## config.mk

```make
export PLATFORM = sky130hd
export DESIGN_NAME = hla_queue
export DESIGN_NICKNAME = d
export VERILOG_FILES = /design/src/hw/rtl/assert_macros.svh /design/src/hw/rtl/hla_pkg.sv /design/src/hw/rtl/hla_queue.sv
export SDC_FILE = /design/constraint.sdc
export NUM_CORES = 1
export LEC_CHECK = 0
export BUFFER_PORTS_ARGS = -buffer_cell sky130_fd_sc_hd__buf_2
export CAP_MARGIN = 10
export CORE_UTILIZATION = 39
export CTS_BUF_LIST = sky130_fd_sc_hd__clkbuf_8
export CTS_CLUSTER_DIAMETER = 80
export DETAILED_ROUTE_END_ITERATION = 6
export HOLD_SLACK_MARGIN = 0.15
export PLACE_DENSITY = 0.62
export SYNTH_ARGS = -nofsm -noshare
export SYNTH_HDL_FRONTEND = slang
export SYNTH_SLANG_ARGS = --single-unit
```

## constraint.sdc

```tcl
create_clock -name clk -period 3.6 [get_ports clk]
set_input_delay 0.72 -clock clk [delete_from_list [all_inputs] [get_ports clk]]
set_output_delay 0.72 -clock clk [all_outputs]
set_load 0.02 [all_outputs]
```

## src/hw/rtl/assert_macros.svh

```systemverilog
// Assertion macros shared by the Hough line accumulator RTL.
// Synthesis builds see empty bodies.
`ifndef ASSERT_MACROS_SVH
`define ASSERT_MACROS_SVH
`ifndef SYNTHESIS
// Checked on every clock edge once reset has been released.
`define HLA_ASSERT(lbl, prop, msg) \
    lbl: assert property (@(posedge clk) disable iff (!rst_n) prop) else $error(msg);
// Checked on every clock edge, reset included.
`define HLA_ASSERT_ALWAYS(lbl, prop, msg) \
    lbl: assert property (@(posedge clk) prop) else $error(msg);
`else
`define HLA_ASSERT(lbl, prop, msg)
`define HLA_ASSERT_ALWAYS(lbl, prop, msg)
`endif
`endif

```

## src/hw/rtl/hla_pkg.sv

```systemverilog
`timescale 1ns / 1ps
// ----------------------------------------------------------------------------
// hla_pkg
// Types, codes and the sine/cosine helper of the Hough line accumulator.
// ----------------------------------------------------------------------------
package hla_pkg;

    // Width of the pixel position carried to the vote unit (covers 4096 columns).
    localparam int POS_W = 12;

    localparam real TWO_PI = 6.283185307179586;

    // Configuration register indexes.
    typedef enum logic [1:0] {
        CFG_IMAGE_WIDTH = 2'd0,
        CFG_RHO_RECIP   = 2'd1,
        CFG_THRESHOLD   = 2'd2
    } cfg_index_t;

    // Input action codes.
    typedef enum logic [1:0] {
        ACT_PIXEL = 2'd0,
        ACT_FETCH = 2'd1,
        ACT_CLEAR = 2'd2
    } action_t;

    // Work handed from the front end to the back end.
    typedef enum logic [1:0] {
        OP_VOTE  = 2'd0,
        OP_FETCH = 2'd1,
        OP_CLEAR = 2'd2
    } op_kind_t;

    typedef struct packed {
        op_kind_t           kind;
        logic [POS_W-1:0]   x;
        logic [POS_W-1:0]   y;
    } op_t;

    // Status returned by the back end to the front end.
    typedef struct packed {
        logic clearing;
    } back_status_t;

    typedef enum logic [2:0] {
        ST_CLEAR     = 3'd0,
        ST_IDLE      = 3'd1,
        ST_VOTE      = 3'd2,
        ST_SCAN_PREP = 3'd3,
        ST_SCAN_RD   = 3'd4,
        ST_SCAN_CHK  = 3'd5
    } back_state_t;

    // Rounds a value in [-1, 1] to Q1.14, half away from zero.
    function automatic logic signed [15:0] to_q14(input real v);
        real s;
        begin
            s = v * 16384.0;
            if (s >= 0.0)
            begin
                to_q14 = 16'($rtoi($floor(s + 0.5)));
            end
            else
            begin
                to_q14 = 16'(-$rtoi($floor(-s + 0.5)));
            end
        end
    endfunction

endpackage

```

## src/hw/rtl/hla_queue.sv

```systemverilog
`timescale 1ns / 1ps
// ----------------------------------------------------------------------------
// hla_queue
// Two-entry queue of work items between the front end and the back end.
// ----------------------------------------------------------------------------
module hla_queue (
    input  logic          clk,
    input  logic          rst_n,
    input  logic          push,
    input  hla_pkg::op_t  push_data,
    output logic          full,
    input  logic          pop,
    output hla_pkg::op_t  pop_data,
    output logic          empty
);

    hla_pkg::op_t entry_reg [2];
    logic         wr_ptr_reg;
    logic         rd_ptr_reg;
    logic [1:0]   count_reg;

    assign full     = (count_reg == 2'd2);
    assign empty    = (count_reg == 2'd0);
    assign pop_data = entry_reg[rd_ptr_reg];

    // Storage holds payload only.
    always_ff @(posedge clk)
    begin
        if (push)
        begin
            entry_reg[wr_ptr_reg] <= push_data;
        end
    end

    // Pointers and fill level.
    always_ff @(posedge clk or negedge rst_n)
    begin
        if (!rst_n)
        begin
            wr_ptr_reg <= 1'b0;
            rd_ptr_reg <= 1'b0;
            count_reg  <= 2'd0;
        end
        else
        begin
            if (push)
            begin
                wr_ptr_reg <= ~wr_ptr_reg;
            end
            if (pop)
            begin
                rd_ptr_reg <= ~rd_ptr_reg;
            end
            if (push && !pop)
            begin
                count_reg <= count_reg + 2'd1;
            end
            else if (pop && !push)
            begin
                count_reg <= count_reg - 2'd1;
            end
        end
    end

endmodule

```

==> flow_summary.yaml <==
clocking:
  cts_inserted_buffers: 5
  worst_setup_hold_path_clk_slew_ns: 0.09
  insertion_delay_ns: 0.30
  postCtsHoldBufs: 0
  clock_sink_count: 56
  cts.htree.levels: 2
  cts-resized-gates: 0
  clock-root-buffer: "sky130_fd_sc_hd__clkbuf_8"
  clockBufferDepth: 2
  clock_tree_from_tritoncts: "done"
  post-cts-setup-buffers: 0
detailed_routing:
  dr_wl_cell_um: 14.4
  drtPass1Iterations: 3
  iteration_0_drc_count_of_the_detailed_router: 36
  detail_route.vias_per_cell: 4.53
  route.vias.total: 1051
  remaining_drc_errors: 0
  drt.antenna.violating_nets: 0
  route.final.wire_length_um: 3340
power:
  power_leakage_uw: 0.00106
  power_per_cell_area_mw_per_mm2: 784
  vdd.ir_drop.worst_mv: 0.385
critical_path:
  timing.setup.critical_path_class: "reg2out"
  crit_buf_inv: 2
  crit_path_max_incr_delay_ns: 0.74
  critical_path.cell_chain: "buf_12, mux2_2, buf_2"
  cp.arrival_ns: 1.82
  crit_family: "flip-flops"
  crit_path_start_kind: "flip-flop"
  cp_slowest_cell: "sky130_fd_sc_hd__dfrtp_1"
  timing.critical_path.to_type: "output port"
  critical_path_required_ns: 2.88
  crit_fanout: 18
timing:
  period_share_pct: 70.5
  final-hold-violation-count: 0
  fin_hold_ws_ns: 0.205
  finalClockSkew_ns: 0.00429
  totalNegativeSetupSlack_ns: 0
  unrepaired_setup_endpoints_after_global_routing: "false"
  achievable-frequency_mhz: 394
  timing.final.max_slew_violations: 0
  setup-violations-final: 0
  final.min_clock_period_ns: 2.54
  timing_worst_slew_pin_value_ns: 0.604
  max-slew-margin-rel_pct: 59.7
floorplanning:
  fp-row-count: 26
  die_h_um: 76.5
  die_width_um: 76.5
  initial_core_util_pct: 41.3
  core_footprint_mm2: 0.00524
  die-area_mm2: 0.00585
  boundaryPins: 58
logic_synthesis:
  seq_area_frac_synth_pct: 76.8
  area_share_of_the_largest_cell_type_after_synthesis_pct: 72.2
  mappedNetlistArea_mm2: 0.00216
  yosys_top_cell_by_area: "sky130_fd_sc_hd__edfxtp_1"
  synth_cell_types: 13
  synth-warning-count: 0
  yosys-top-cells-area: "sky130_fd_sc_hd__edfxtp_1, sky130_fd_sc_hd__mux2_4, sky130_fd_sc_hd__dfrtp_1, sky130_fd_sc_hd__mux2_2, sky130_fd_sc_hd__buf_12"
  post_synthesis_register_bit_count: 56
  synth_fp_nets: 128
  synthesis.area_per_instance_um2: 22.3
  syn-instance-count: 97
place:
  place.port_buffers: 57
  dpl.cell_count: 224
  placedInstanceArea_mm2: 0.00252
  detailed_place_hpwl_um: 2360
  gp_congestion: 0.672
final_layout:
  largest_reg_flops: 52
  final_common_cell: "sky130_fd_sc_hd__buf_2"
  finalNetCount: 192
  postLayoutCellArea_mm2: 0.00263
  num_antenna_cells: 0
  area_delta_synth_final_pct: 21.7
  nFillCells: 451
  final-instance-count-excl-fill: 232
  drive_gt1_share_pct: 58.6
  commonest_non_fill_non_tap_cells_in_the_layout: "sky130_fd_sc_hd__buf_2, sky130_fd_sc_hd__edfxtp_1, sky130_fd_sc_hd__mux2_4"
run_status:
  run_status: "completed"
global_routing:
  maximum_number_of_pins_on_one_net_before_global_route_repair: 19
  grt_overflow_total: 0
  grt_pass1_vias: 1071
  global_route_wire_length_before_repair_um: 5140
  antenna_violations_before_repair: 0
  grt.total_usage_pct: 11.8
hold_path:
  hold_path.class: "in2async"
flow_run:
  max_cap_viol_count: 0
[per-stage QoR]
| step | total power (uW) | worst slack [ns] | util, % |
|---|---|---|---|
| final | 2060 | 1.06 | 50.3 |
| after global routing | 2160 | 0.983 | 50.3 |
| after CTS | 2100 | 1.03 | 50.3 |
| after detailed placement | 1700 | 1.37 | 48.2 |
| after global placement | 1680 | 1.43 | 48.2 |
| after floorplan | 1520 | 1.28 | - |
[layout make-up]
cell class / count / area, um2 / area share, %
Tap cell: 70 / 87.6 / 3.33
Multi-Input combinational cell: 37 / 449 / 17.1
Timing Repair Buffer: 60 / 320 / 12.2
Sequential cell: 56 / 1660 / 63.1
Inverter: 1 / 3.75 / 0.143
Clock inverter: 3 / 42.5 / 1.62
Clock buffer: 5 / 68.8 / 2.61
[cell families (layout without fill, tap and decap cells)]
| logic type | after synthesis | after routing | share of synthesized area [%] |
|---|---|---|---|
| xor gates and xnor gates | 5 | 5 | 2.02 |
| buffers and inverters | 4 | 69 | 2.54 |
| muxes | 26 | 26 | 16.8 |
| and+or+nand+nor | 5 | 5 | 1.21 |
| adders and majority gates | 1 | 1 | 0.578 |
| DFF | 56 | 56 | 76.8 |
[power by group]
group	internal [uW]	switching (uW)
combinational	339	389
sequential	867	74.2
clock	206	190
[cells in the mapped netlist, drive strengths merged]
| library cell | n |
|---|---|
| dfrtp | 4 |
| ha | 1 |
| edfxtp | 52 |
| nor2b | 2 |
| xor2 | 4 |
| xnor2 | 1 |
| buf | 3 |
| mux2 | 26 |
| inv | 1 |
| nor2 | 2 |
| and2 | 1 |
[worst reg2reg max path, cell delays in order (launching register included)]
cell and delay [ns]:
sky130_fd_sc_hd__dfrtp_1 0.41, sky130_fd_sc_hd__and2_1 0.43, sky130_fd_sc_hd__buf_4 0.36
[final timing paths]
| path | startpoint | to | slack (ns) | cells past startpoint |
|---|---|---|---|---|
| worst max-delay path | rd_ptr_reg | pop_data[18] | 1.06 | 3 |
| worst min-delay path | rst_n | wr_ptr_reg | 0.21 | 1 |
| worst max register to register | wr_ptr_reg | entry_reg[1][1] | 2.08 | 2 |
| worst min register to register | count_reg[1] | count_reg[1] | 0.50 | 1 |
| max in group asynchronous | rst_n | count_reg[0] | 3.27 | 1 |
| min in group clk | count_reg[1] | count_reg[1] | 0.50 | 1 |
[routing by layer]
layer  vias up  global-route usage, %  share of wire [%]
met5         -                      0                  0
met4         0                   3.46                1.1
met3         6                   4.55                6.3
met2        41                   20.2                 50
met1       509                   13.5                 42
li1        495                      -                  -
Power figures use the tool's default switching activity.
