## config.mk

```make
export PLATFORM = sky130hd
export DESIGN_NAME = hla_front
export DESIGN_NICKNAME = d
export VERILOG_FILES = /design/src/hw/rtl/assert_macros.svh /design/src/hw/rtl/hla_pkg.sv /design/src/hw/rtl/hla_front.sv
export SDC_FILE = /design/constraint.sdc
export NUM_CORES = 1
export LEC_CHECK = 0
export BUFFER_PORTS_ARGS = -buffer_cell sky130_fd_sc_hd__buf_2
export CORE_ASPECT_RATIO = 1.4
export CORE_UTILIZATION = 36
export DETAILED_ROUTE_END_ITERATION = 10
export HOLD_SLACK_MARGIN = 0.05
export PLACE_DENSITY = 0.71
export SYNTH_ARGS = -nofsm -noshare
export SYNTH_HDL_FRONTEND = slang
export SYNTH_SLANG_ARGS = --single-unit
```

## constraint.sdc

```tcl
create_clock -name clk -period 2.6 [get_ports clk]
set_clock_uncertainty 0.15 [all_clocks]
set_input_delay 0.26 -clock clk [delete_from_list [all_inputs] [get_ports clk]]
set_output_delay 0.26 -clock clk [all_outputs]
set_load 0.02 [all_outputs]
```

## src/hw/rtl/assert_macros.svh

```systemverilog
// Assertion macros shared by the Hough line accumulator RTL.
// Synthesis builds see empty bodies.
`ifndef ASSERT_MACROS_SVH
`define ASSERT_MACROS_SVH
`ifndef SYNTHESIS
// Checked on every clock edge once reset has been released.
`define HLA_ASSERT(lbl, prop, msg) \
    lbl: assert property (@(posedge clk) disable iff (!rst_n) prop) else $error(msg);
// Checked on every clock edge, reset included.
`define HLA_ASSERT_ALWAYS(lbl, prop, msg) \
    lbl: assert property (@(posedge clk) prop) else $error(msg);
`else
`define HLA_ASSERT(lbl, prop, msg)
`define HLA_ASSERT_ALWAYS(lbl, prop, msg)
`endif
`endif

```

## src/hw/rtl/hla_pkg.sv

```systemverilog
`timescale 1ns / 1ps
// ----------------------------------------------------------------------------
// hla_pkg
// Types, codes and the sine/cosine helper of the Hough line accumulator.
// ----------------------------------------------------------------------------
package hla_pkg;

    // Width of the pixel position carried to the vote unit (covers 4096 columns).
    localparam int POS_W = 12;

    localparam real TWO_PI = 6.283185307179586;

    // Configuration register indexes.
    typedef enum logic [1:0] {
        CFG_IMAGE_WIDTH = 2'd0,
        CFG_RHO_RECIP   = 2'd1,
        CFG_THRESHOLD   = 2'd2
    } cfg_index_t;

    // Input action codes.
    typedef enum logic [1:0] {
        ACT_PIXEL = 2'd0,
        ACT_FETCH = 2'd1,
        ACT_CLEAR = 2'd2
    } action_t;

    // Work handed from the front end to the back end.
    typedef enum logic [1:0] {
        OP_VOTE  = 2'd0,
        OP_FETCH = 2'd1,
        OP_CLEAR = 2'd2
    } op_kind_t;

    typedef struct packed {
        op_kind_t           kind;
        logic [POS_W-1:0]   x;
        logic [POS_W-1:0]   y;
    } op_t;

    // Status returned by the back end to the front end.
    typedef struct packed {
        logic clearing;
    } back_status_t;

    typedef enum logic [2:0] {
        ST_CLEAR     = 3'd0,
        ST_IDLE      = 3'd1,
        ST_VOTE      = 3'd2,
        ST_SCAN_PREP = 3'd3,
        ST_SCAN_RD   = 3'd4,
        ST_SCAN_CHK  = 3'd5
    } back_state_t;

    // Rounds a value in [-1, 1] to Q1.14, half away from zero.
    function automatic logic signed [15:0] to_q14(input real v);
        real s;
        begin
            s = v * 16384.0;
            if (s >= 0.0)
            begin
                to_q14 = 16'($rtoi($floor(s + 0.5)));
            end
            else
            begin
                to_q14 = 16'(-$rtoi($floor(-s + 0.5)));
            end
        end
    endfunction

endpackage

```

## src/hw/rtl/hla_front.sv

```systemverilog
`timescale 1ns / 1ps
// ----------------------------------------------------------------------------
// hla_front
// Front end: accepts input beats, tracks the raster position and queues work.
// ----------------------------------------------------------------------------
module hla_front #(
    parameter int MAX_WIDTH = 1024
) (
    input  logic                  clk,
    input  logic                  rst_n,
    input  logic                  in_valid,
    output logic                  in_ready,
    input  logic [1:0]            action,
    input  logic [7:0]            pixel,
    input  logic [10:0]           image_width,
    input  hla_pkg::back_status_t status,
    input  logic                  q_full,
    output logic                  q_push,
    output hla_pkg::op_t          q_data
);

    localparam int XW  = $clog2(MAX_WIDTH);
    localparam int WCL = $clog2(MAX_WIDTH + 1);
    localparam int WC  = (WCL > 11) ? WCL : 11;

    logic [XW-1:0] col_reg;
    logic [XW-1:0] col_next;
    logic [XW-1:0] row_reg;
    logic [XW-1:0] row_next;
    logic [WC-1:0] w_eff;
    logic [WC-1:0] col_inc;
    logic          accept;

    assign in_ready = !q_full && !status.clearing;
    assign accept   = in_valid && in_ready;

    // Effective row width: zero acts as one, oversize clips to the maximum.
    always_comb
    begin
        if (image_width == 11'd0)
        begin
            w_eff = WC'(1);
        end
        else if (WC'(image_width) > WC'(MAX_WIDTH))
        begin
            w_eff = WC'(MAX_WIDTH);
        end
        else
        begin
            w_eff = WC'(image_width);
        end
    end

    assign col_inc = WC'(col_reg) + WC'(1);

    // Classify the beat and work out the next raster position.
    always_comb
    begin
        col_next    = col_reg;
        row_next    = row_reg;
        q_push      = 1'b0;
        q_data.kind = hla_pkg::OP_VOTE;
        q_data.x    = hla_pkg::POS_W'(col_reg);
        q_data.y    = hla_pkg::POS_W'(row_reg);
        if (accept)
        begin
            case (hla_pkg::action_t'(action))
                hla_pkg::ACT_PIXEL:
                begin
                    q_push = (pixel == 8'd1);
                    if (col_inc >= w_eff)
                    begin
                        col_next = '0;
                        row_next = (row_reg == XW'(MAX_WIDTH - 1)) ? '0 : row_reg + XW'(1);
                    end
                    else
                    begin
                        col_next = col_reg + XW'(1);
                    end
                end
                hla_pkg::ACT_FETCH:
                begin
                    q_push      = 1'b1;
                    q_data.kind = hla_pkg::OP_FETCH;
                end
                hla_pkg::ACT_CLEAR:
                begin
                    q_push      = 1'b1;
                    q_data.kind = hla_pkg::OP_CLEAR;
                    col_next    = '0;
                    row_next    = '0;
                end
                default:
                begin
                    q_push = 1'b0;
                end
            endcase
        end
    end

    // Raster position counters.
    always_ff @(posedge clk or negedge rst_n)
    begin
        if (!rst_n)
        begin
            col_reg <= '0;
            row_reg <= '0;
        end
        else
        begin
            col_reg <= col_next;
            row_reg <= row_next;
        end
    end

endmodule

```

==> out/results.md, run 1 <==
| Metric | Value |
| --- | --- |
| Bufs on Longest Clock Path | 2 |
| Count of vias placed by the detailed router | 1741 |
| Estimated wirelength of the detail-placed design | 3530 microns |
| Fraction of post-synthesis cell area in the top cell type by area | 0.297 |
| Synthesized area per cell | 8.88 sq um |
| Hold Violations, Final | 0 |
| Reg-to-reg setup timing slack | -0.04 ns |
| Setup Slack @ Placement | -0.147 ns |
| Leading cell type by number of instances after synthesis | nand2_1 |
| Launch point of the worst path | col_reg[3] |
| Fin. max-slew vios | 0 |
| Register area | 507 sq um |
| Top cells by area, synth | dfrtp_1 30%, ha_1 13%, a22o_1 7.3%, nand2_1 5.1%, nor2_1 2.9% |
| Peak clock frequency supported by timing | 379 MHz |
| Total negative slack for setup checks | -0.0906 ns |
| Filler cells | 448 |
| Chip Width | 59.9 microns |
| Fraction of synthesis flops using an asynchronous set or reset pin | 1.00 |
| Post-synthesis instance total | 190 |
| Height of the die | 83.0 microns |
| Number of enable-type register cells in the synthesized netlist | 0 |
| Signal arrival time at the worst endpoint | 2.63 ns |
| CP max-delay cell | dfrtp_2 |
| Areal power density over the cells | 429 nW/um^2 |
| Clock transition at the registers of the reported paths | 0.08 ns |
| Sequential share of the synthesized area | 0.297 |
| Overall routing resource usage | 0.183 |
| Area growth syn-to-layout | 38.6% |
| Min setup slack post-route | -0.0412 ns |
| Count of nets after finishing | 310 |
| Number of buffer cells added on primary ports | 49 |
| Antenna viol nets, final | 0 |
| Via count of the first global-routing pass | 1705 |
| Cell at the root of the clock tree | clkbuf_8 |
| Worst hold path type | in2async |
| Final worst path period share | 1.02 |
| Detail-routed net length per standard cell | 13.4 microns |
| CTS tree | built |
| GRT Residual Overflow | 0 |
| Number of placed I/O pins | 54 |
| Setup repair after global routing missed its margin | yes |
| Main synth FF type | dfrtp_1 |
| Setup violations, final | 4 |
| Total number of placement rows | 29 |
| Critical setup path kind | reg2reg |
| Wire length of the first global-routing pass | 7190 microns |
| Maximum cell stage delay along the critical path | 0.36 ns |
| Worst slew slack as a fraction of its limit | 0.552 |
| Drt pass-1 iters | 4 |
| Number of antenna violations at the first check in global routing | 0 |
| Worst Max-Slew Pin Slew | 0.668 ns |
| Failing checks | negative setup slack |
| List of most frequent post-synthesis cells | 23 x nand2_1, 20 x dfrtp_1, 17 x ha_1, 14 x a22o_1, 13 x nor2_1 |
| Pin count of the biggest net entering global routing | 21 |
| Worst Setup Start Kind | register |
| Number of CTS-inserted buffers | 3 |
| Data required, critical path | 2.59 ns |
| Total core area | 4500 sq um |
| Capturing point of the worst reg2reg path | row_reg[0] |
| Overall power after layout | 0.00100 W |
| Die ar. | 4970 sq um |
| Critical Path Sink Type | register |
| Synth unique cells | 51 |
| Antenna Cells | 0 |
| Number of cells traversed by the worst register-to-register path | 10 |
| Clk_lat worst skew | 0.26 ns |
| Maximum VDD drop | 0.267 mV |
| Cell leakage power | 1.15 nW |
| Clock sink count | 20 |
| Routed wire length | 4400 microns |
| Cell chain of the critical path | and3_4 > and3_4 > nand3_2 > xnor2_2 > ha_1 > nand3_2 > o21bai_4 > o21a_4 > a21oi_4 > mux2_4 |
| Cell Area, Synth | 1690 sq um |
| H-tree Lvls | 1 |
| Launch point of the worst reg-to-reg path | col_reg[3] |
| Outcome | finished with violations |
| DR iter-0 viols | 72 |
| Combined area of the multi-input logic cells | 1210 sq um |
| Max-capacitance violation count | 0 |
| Synthesis-stage register bit count | 20 |
| Total of warnings raised by yosys | 0 |
| CP Capture Point | row_reg[0] |
| Starting utilization of the core area | 0.375 |
| Number of remaining DRC errors | 0 |
| Time the worst path needs with I/O delays and setup | 2.64 ns |
| Drt via density | 5.31 |
| Yosys top cell by area | dfrtp_1 |
| Routability-driven placement congestion ratio | 0.823 |
| Highest fanout seen on the critical path | 6 |
| Share of post-route cells with drive strength above 1 | 0.429 |
-- metrics by stage --
stage,hold slack [ns],utilization,area (sq um),instances
5_1_grt,0.387,0.520,2340,328
3_5_place_dp,0.0974,0.478,2150,317
3_3_place_gp,0.0915,0.478,2150,317
6_report,0.350,0.520,2340,328
2_1_floorplan,-0.186,-,1740,193
4_1_cts,0.349,0.506,2280,325
-- placed cells by master (no fill, tap or decap), types with 2 or more instances in the layout --
master    count
conb_1        4
o21ai_0       6
buf_2        49
nor4_1        5
a21oi_4       2
dfrtp_1      15
a21oi_1       6
xor2_1        3
o211ai_1      2
nor3_1        5
o21ai_1       3
nor3b_1       2
xnor2_1       3
nor2b_1       3
a22o_1       14
clkbuf_8      4
nand3_2       5
nand3_1       4
nand2_1      22
a21o_1        2
dfrtp_2       5
o31ai_1       3
and3_4        3
nor2_1       12
inv_1         6
or2_2         2
ha_1         16
buf_4        27
-- area by class of cell --
| cell class | instances | area share |
|---|---|---|
| clock buffers | 4 | 0.0235 |
| inverters | 7 | 0.0112 |
| multi-input cells | 158 | 0.520 |
| flip-flops and latches | 20 | 0.217 |
| well taps | 62 | 0.0332 |
| repair buffers | 77 | 0.196 |
-- critical path, delay by kind of cell, from the launching register on --
kind / cells / cell delay (ns)
XOR/XNOR: 1 / 0.15
adder cells (fa/ha/maj): 1 / 0.31
flip-flops: 1 / 0.36
multiplexers: 1 / 0.32
AO/OA/AOI/OAI: 3 / 0.66
AND/OR/NAND/NOR: 4 / 0.57
-- how the worst min path moves through the flow --
stage / start / to / slack [ns] / cells after the start
global route: rst_n / col_reg[9] / 0.39 / 2
finish: rst_n / col_reg[3] / 0.35 / 2
CTS: rst_n / col_reg[1] / 0.35 / 2
global placement: rst_n / col_reg[9] / 0.09 / 1
floorplan: rst_n / col_reg[0] / -0.19 / 0
detailed placement: rst_n / col_reg[9] / 0.1 / 1
-- report_power, final --
part	leakage (nW)	switching, W	internal [W]	total, W
registers	0.262	0.0000493	0.000349	0.000398
logic	0.863	0.000201	0.000165	0.000366
clock network	0.0288	0.000104	0.000135	0.000238
total	1.15	0.000354	0.000648	0.00100
-- cell families (layout without fill, tap and decap cells) --
family / after synthesis / after routing / share of synthesized area
muxes: 2 / 2 / 0.0126
xor gates and xnor gates: 7 / 7 / 0.0364
buffers and inverters: 15 / 88 / 0.0541
other: 1 / 4 / 0.00222
AOI/OAI and AO/OA: 53 / 53 / 0.244
adders and majority gates: 17 / 17 / 0.126
and+or+nand+nor: 75 / 75 / 0.228
DFF: 20 / 20 / 0.297
-- metal layers --
layer | wire (microns) | vias to the layer above | track usage | part of all wire
met4 | 67 | 0 | 0.0507 | 0.015
li1 | - | 847 | - | -
met1 | 1690 | 833 | 0.190 | 0.38
met5 | 0 | - | 0 | 0
met2 | 2460 | 53 | 0.357 | 0.56
met3 | 176 | 8 | 0.0265 | 0.040
-- timing repair --
item	CTS	global route
hold endpoints to repair	20	0
gates resized for setup	9	8
pin swaps	10	8
hold buffers	1	0
buffers inserted	3	3
setup endpoints to repair	19	19
Note: power is estimated with default switching activity, not from simulation.
==> run 2, diff against run 1 <==
ABC_AREA = 0   (was default)
CORE_UTILIZATION = 46   (was 36)
PLACE_DENSITY = 0.85   (was 0.71)
==> out/results.md, run 2 (same netlist as run 1, synthesis figures left out) <==
| Metric | Value |
| --- | --- |
| Critical Path Sink Type | register |
| Wire length of the first global-routing pass | 7420 microns |
| Setup Slack @ Placement | -0.111 ns |
| Layout Utilization | 0.695 |
| Highest fanout seen on the critical path | 7 |
| Cell at the root of the clock tree | clkbuf_8 |
| Height of the die | 73.6 microns |
| Final worst path period share | 1.03 |
| Die ar. | 3920 sq um |
| Signal arrival time at the worst endpoint | 2.71 ns |
| Count of nets after finishing | 312 |
| Number of standard cells in the final layout excluding fillers | 308 |
| Maximum VDD drop | 0.375 mV |
| Internal power | 0.000724 W |
| Estimated wirelength of the detail-placed design | 3320 microns |
| Peak clock frequency supported by timing | 372 MHz |
| Top library cells by usage in the layout, fill and taps aside | 49 x buf_2, 28 x buf_4, 22 x nand2_1, 15 x ha_1, 15 x dfrtp_1 |
| Number of placed I/O pins | 54 |
| Number of buffer cells added on primary ports | 49 |
| Routed wire length | 5030 microns |
| Areal power density over the cells | 462 nW/um^2 |
| # placed instances | 295 |
| Chip Width | 53.2 microns |
| Clock sink count | 20 |
| Post-route design area | 2390 sq um |
| Setup violations, final | 14 |
| Global Route met2 Usage | 0.471 |
| Worst Setup Start Kind | register |
| Pin count of the biggest net entering global routing | 21 |
| Total core area | 3440 sq um |
| Detail-routed net length per standard cell | 16.3 microns |
| Overall power after layout | 0.00111 W |
| Max-capacitance violation count | 0 |
| Routability-driven placement congestion ratio | 0.944 |
| Via count of the first global-routing pass | 1669 |
| Count of vias placed by the detailed router | 1823 |
| Outcome | finished with violations |
| Net Sw Frac | 0.345 |
| Area growth syn-to-layout | 41.8% |
| Total number of placement rows | 25 |
| Commonest non-fill, non-tap cell in the layout | buf_2 |
| Starting utilization of the core area | 0.490 |
| GRT Residual Overflow | 0 |
| CTS tree | built |
| Antenna Cells | 0 |
| Placed inst area | 2120 sq um |
| Drt via density | 5.92 |
| Hold Violations, Final | 0 |
| Overall routing resource usage | 0.258 |
| Drt pass-1 iters | 4 |
| Sequential group share of total power | 0.358 |
| Worst Max-Slew Pin Slew | 0.508 ns |
| Clock transition at the registers of the reported paths | 0.09 ns |
| Antenna viol nets, final | 0 |
| Worst slew slack as a fraction of its limit | 0.659 |
| Min setup slack post-route | -0.0883 ns |
| Number of antenna violations at the first check in global routing | 0 |
| Number of remaining DRC errors | 0 |
| Relative contribution of the clock network to total power | 0.298 |
| Fin. max-slew vios | 0 |
| Combinational Power Share | 0.344 |
| Cell leakage power | 1.18 nW |
| Share of post-route cells with drive strength above 1 | 0.440 |
| Time the worst path needs with I/O delays and setup | 2.69 ns |
| Met1 usage in global routing | 0.302 |
| Met3 usage in global routing | 0.0166 |
| Setup repair after global routing missed its margin | yes |
| Net switching power | 0.000382 W |
| Failing checks | negative setup slack |
| H-tree Lvls | 1 |
| DR iter-0 viols | 61 |
| Global route hottest layer | met2 |
| Data required, critical path | 2.62 ns |
| Worst hold path type | in2async |
| Critical setup path kind | reg2reg |
| Number of CTS-inserted buffers | 3 |
| Bufs on Longest Clock Path | 2 |
| Clk_lat worst skew | 0.27 ns |
==> run 2: cell count changes in the layout (fill, tap and decap cells not counted), sizes merged <==
cell | before | now
buf | 76 | 78
bufinv | 0 | 1
clkbuf | 4 | 3
==> run 2: critical path, cell delays in order, from the launching register on <==
cell	delay, ns
dfrtp_2	0.39
ha_2	0.20
nand3_2	0.11
or2_2	0.32
nand2_1	0.08
ha_1	0.18
nand2_2	0.10
o21a_4	0.26
o21a_4	0.24
a21oi_4	0.24
mux2_4	0.32
==> run 2: layer usage <==
layer	share of wire	wire length, microns
met1	0.39	1980
met2	0.54	2690
met3	0.047	235
met4	0.024	123
met5	0	0
==> run 2: worst paths after layout <==
path	slack [ns]	cells past startpoint	end	from
worst max-delay path	-0.09	10	row_reg[0]	col_reg[1]
worst min-delay path	0.31	2	row_reg[5]	rst_n
worst max register to register	-0.09	10	row_reg[0]	col_reg[1]
worst min register to register	0.43	2	row_reg[1]	row_reg[1]
max in group asynchronous	1.63	2	col_reg[0]	rst_n
min in group clk	0.42	5	col_reg[0]	q_full
==> run 2: what timing repair did <==
action / CTS / global route
buffers inserted: 4 / 4
hold endpoints to repair: 20 / 0
hold buffers: 1 / 0
gates resized for setup: 8 / 14
setup endpoints to repair: 19 / 20
pin swaps: 8 / 17
==> run 2: area by class of cell <==
class | count | area [sq um]
repair buffers | 79 | 477
well taps | 40 | 50.0
inverters | 7 | 26.3
multi-input cells | 158 | 1260
flip-flops and latches | 20 | 507
clock buffers | 3 | 41.3
fillers | 278 | 1050
clock inverters | 1 | 30.0
==> run 2: power groups by stage <==
stage / clock [W] / sequential, W / combinational [W]
after global placement: 0 / 0.000400 / 0.000330
after CTS: 0.000324 / 0.000393 / 0.000354
after detailed placement: 0 / 0.000402 / 0.000340
final: 0.000330 / 0.000396 / 0.000380
after global routing: 0.000333 / 0.000403 / 0.000412
after floorplan: 0 / 0.000445 / 0.000167
==> run 2: per-stage QoR <==
step | TNS, ns | hold WS, ns
after floorplan | -0.420 | -0.186
after global routing | -2.08 | 0.374
after detailed placement | -1.07 | 0.0907
final | -0.531 | 0.311
after CTS | -0.277 | 0.344
after global placement | -0.211 | 0.0864
==> run 3, diff against run 2 <==
CORE_UTILIZATION = 48   (was 46)
CTS_BUF_LIST = sky130_fd_sc_hd__clkbuf_8   (was default)
PLACE_DENSITY = 0.88   (was 0.85)
==> out/results.md, run 3 (same netlist as run 1, synthesis figures left out) <==
| Metric | Value |
| --- | --- |
| Number of placed I/O pins | 54 |
| Number of buffer cells added on primary ports | 49 |
| Area growth syn-to-layout | 43.0% |
| Number of buffers and inverters on the critical path | 0 |
| Number of cells traversed by the worst register-to-register path | 10 |
| Cell leakage power | 1.18 nW |
| # placed instances | 294 |
| Bufs on Longest Clock Path | 2 |
| Worst hold path type | in2async |
| Worst Setup Start Kind | register |
| Cell at the root of the clock tree | clkbuf_8 |
| Top library cells by usage in the layout, fill and taps aside | 49 x buf_2, 25 x buf_4, 22 x nand2_1, 15 x dfrtp_1, 14 x a22o_1 |
| Highest fanout seen on the critical path | 4 |
| Total core area | 3380 sq um |
| CTS tree | built |
| Routability-driven placement congestion ratio | 0.881 |
| Antenna viol nets, final | 0 |
| Data required, critical path | 2.61 ns |
| Critical setup path kind | reg2reg |
| Die ar. | 3760 sq um |
| Height of the die | 72.1 microns |
| Clock sink count | 20 |
| Overall routing resource usage | 0.261 |
| CP Capture Point | row_reg[4] |
| Wire length of the first global-routing pass | 7360 microns |
| Launch point of the worst path | col_reg[3] |
| Failing checks | negative setup slack |
| Critical Path Sink Type | register |
| H-tree Lvls | 1 |
| Reg-to-reg setup timing slack | -0.10 ns |
| Worst path depth | 10 |
| GRT Residual Overflow | 0 |
| Count of nets after finishing | 310 |
| Drt pass-1 iters | 4 |
| Number of standard cells in the final layout excluding fillers | 306 |
| Setup repair after global routing missed its margin | yes |
| Total negative slack for setup checks | -1.03 ns |
| Via count of the first global-routing pass | 1687 |
| Chip Width | 52.1 microns |
| Routed wire length | 5190 microns |
| Areal power density over the cells | 456 nW/um^2 |
| Commonest non-fill, non-tap cell in the layout | buf_2 |
| Clk_lat worst skew | 0.27 ns |
| Cell type group with the largest total delay on the critical path | simple AND/OR/NAND/NOR gates |
| Peak clock frequency supported by timing | 370 MHz |
| Time the worst path needs with I/O delays and setup | 2.70 ns |
| Max-capacitance violation count | 0 |
| Maximum VDD drop | 0.343 mV |
| Number of remaining DRC errors | 0 |
| Signal arrival time at the worst endpoint | 2.71 ns |
| Number of CTS-inserted buffers | 3 |
| Maximum cell stage delay along the critical path | 0.39 ns |
| Pin count of the biggest net entering global routing | 21 |
| Drt via density | 5.91 |
| Launch point of the worst reg-to-reg path | col_reg[3] |
| Estimated wirelength of the detail-placed design | 3350 microns |
| Detail-routed net length per standard cell | 17.0 microns |
| Outcome | finished with violations |
| Hold Violations, Final | 0 |
| Starting utilization of the core area | 0.499 |
| Number of antenna violations at the first check in global routing | 0 |
| Share of post-route cells with drive strength above 1 | 0.444 |
| Final worst path period share | 1.04 |
| Min setup slack post-route | -0.102 ns |
| Setup violations, final | 17 |
| Cell chain of the critical path | and3_4 > and3_4 > nand3_4 > xnor2_4 > ha_4 > nand3_4 > nor3_2 > nand3_2 > a221o_1 > a22o_1 |
| Total number of placement rows | 25 |
| Count of vias placed by the detailed router | 1809 |
| Capturing point of the worst reg2reg path | row_reg[4] |
| CP max-delay cell | a221o_1 |
| DR iter-0 viols | 47 |
| Fin. max-slew vios | 0 |
| Clock transition at the registers of the reported paths | 0.08 ns |
| Antenna Cells | 0 |
run 3: metrics by stage:
stage / setup slack (ns) / hold slack [ns] / total power (W) / cell area, sq um / util
after floorplan: -0.157 / -0.186 / 0.000612 / 1740 / -
after global placement: -0.0559 / 0.0854 / 0.000730 / 2120 / 0.627
after detailed placement: -0.118 / 0.0990 / 0.000743 / 2120 / 0.627
after CTS: -0.0235 / 0.342 / 0.00107 / 2290 / 0.677
after global routing: -0.202 / 0.376 / 0.00115 / 2410 / 0.714
final: -0.102 / 0.327 / 0.00110 / 2410 / 0.714
run 3: worst min-delay path by stage:
stage	start	endpoint	slack [ns]	cells past startpoint
final	rst_n	row_reg[5]	0.33	2
after global routing	rst_n	row_reg[5]	0.38	2
after CTS	rst_n	row_reg[5]	0.34	2
after detailed placement	rst_n	row_reg[5]	0.1	1
after global placement	rst_n	row_reg[0]	0.09	1
after floorplan	rst_n	col_reg[0]	-0.19	0
run 3: where the power goes:
group          total, W  internal (W)  leakage, nW  switching (W)
Clock          0.000325      0.000206       0.0357       0.000119
Sequential     0.000399      0.000349        0.262      0.0000499
Combinational  0.000376      0.000168        0.880       0.000208
run 3: layout make-up:
| type | instances | area, sq um |
|---|---|---|
| Tap cell | 40 | 50.0 |
| Inverter | 7 | 26.3 |
| Timing Repair Buffer | 77 | 465 |
| Multi-Input combinational cell | 158 | 1290 |
| Clock buffer | 3 | 41.3 |
| Sequential cell | 20 | 507 |
| Fill cell | 247 | 966 |
| Clock inverter | 1 | 30.0 |
run 3: what timing repair did:
item                                   in CTS  in global routing
setup buffers                               4                  3
endpoints found under the hold margin      20                  0
pin swaps                                  14                 13
hold buffers                                1                  0
resized for setup                          11                 14
setup endpoints to repair                  20                 20
run 3: metal layers:
metal	GRT usage	vias to the layer above	wire, microns
met5	0	-	0
met4	0.129	0	204
met3	0.0147	19	188
met2	0.473	74	2850
met1	0.300	863	1940
li1	-	853	-
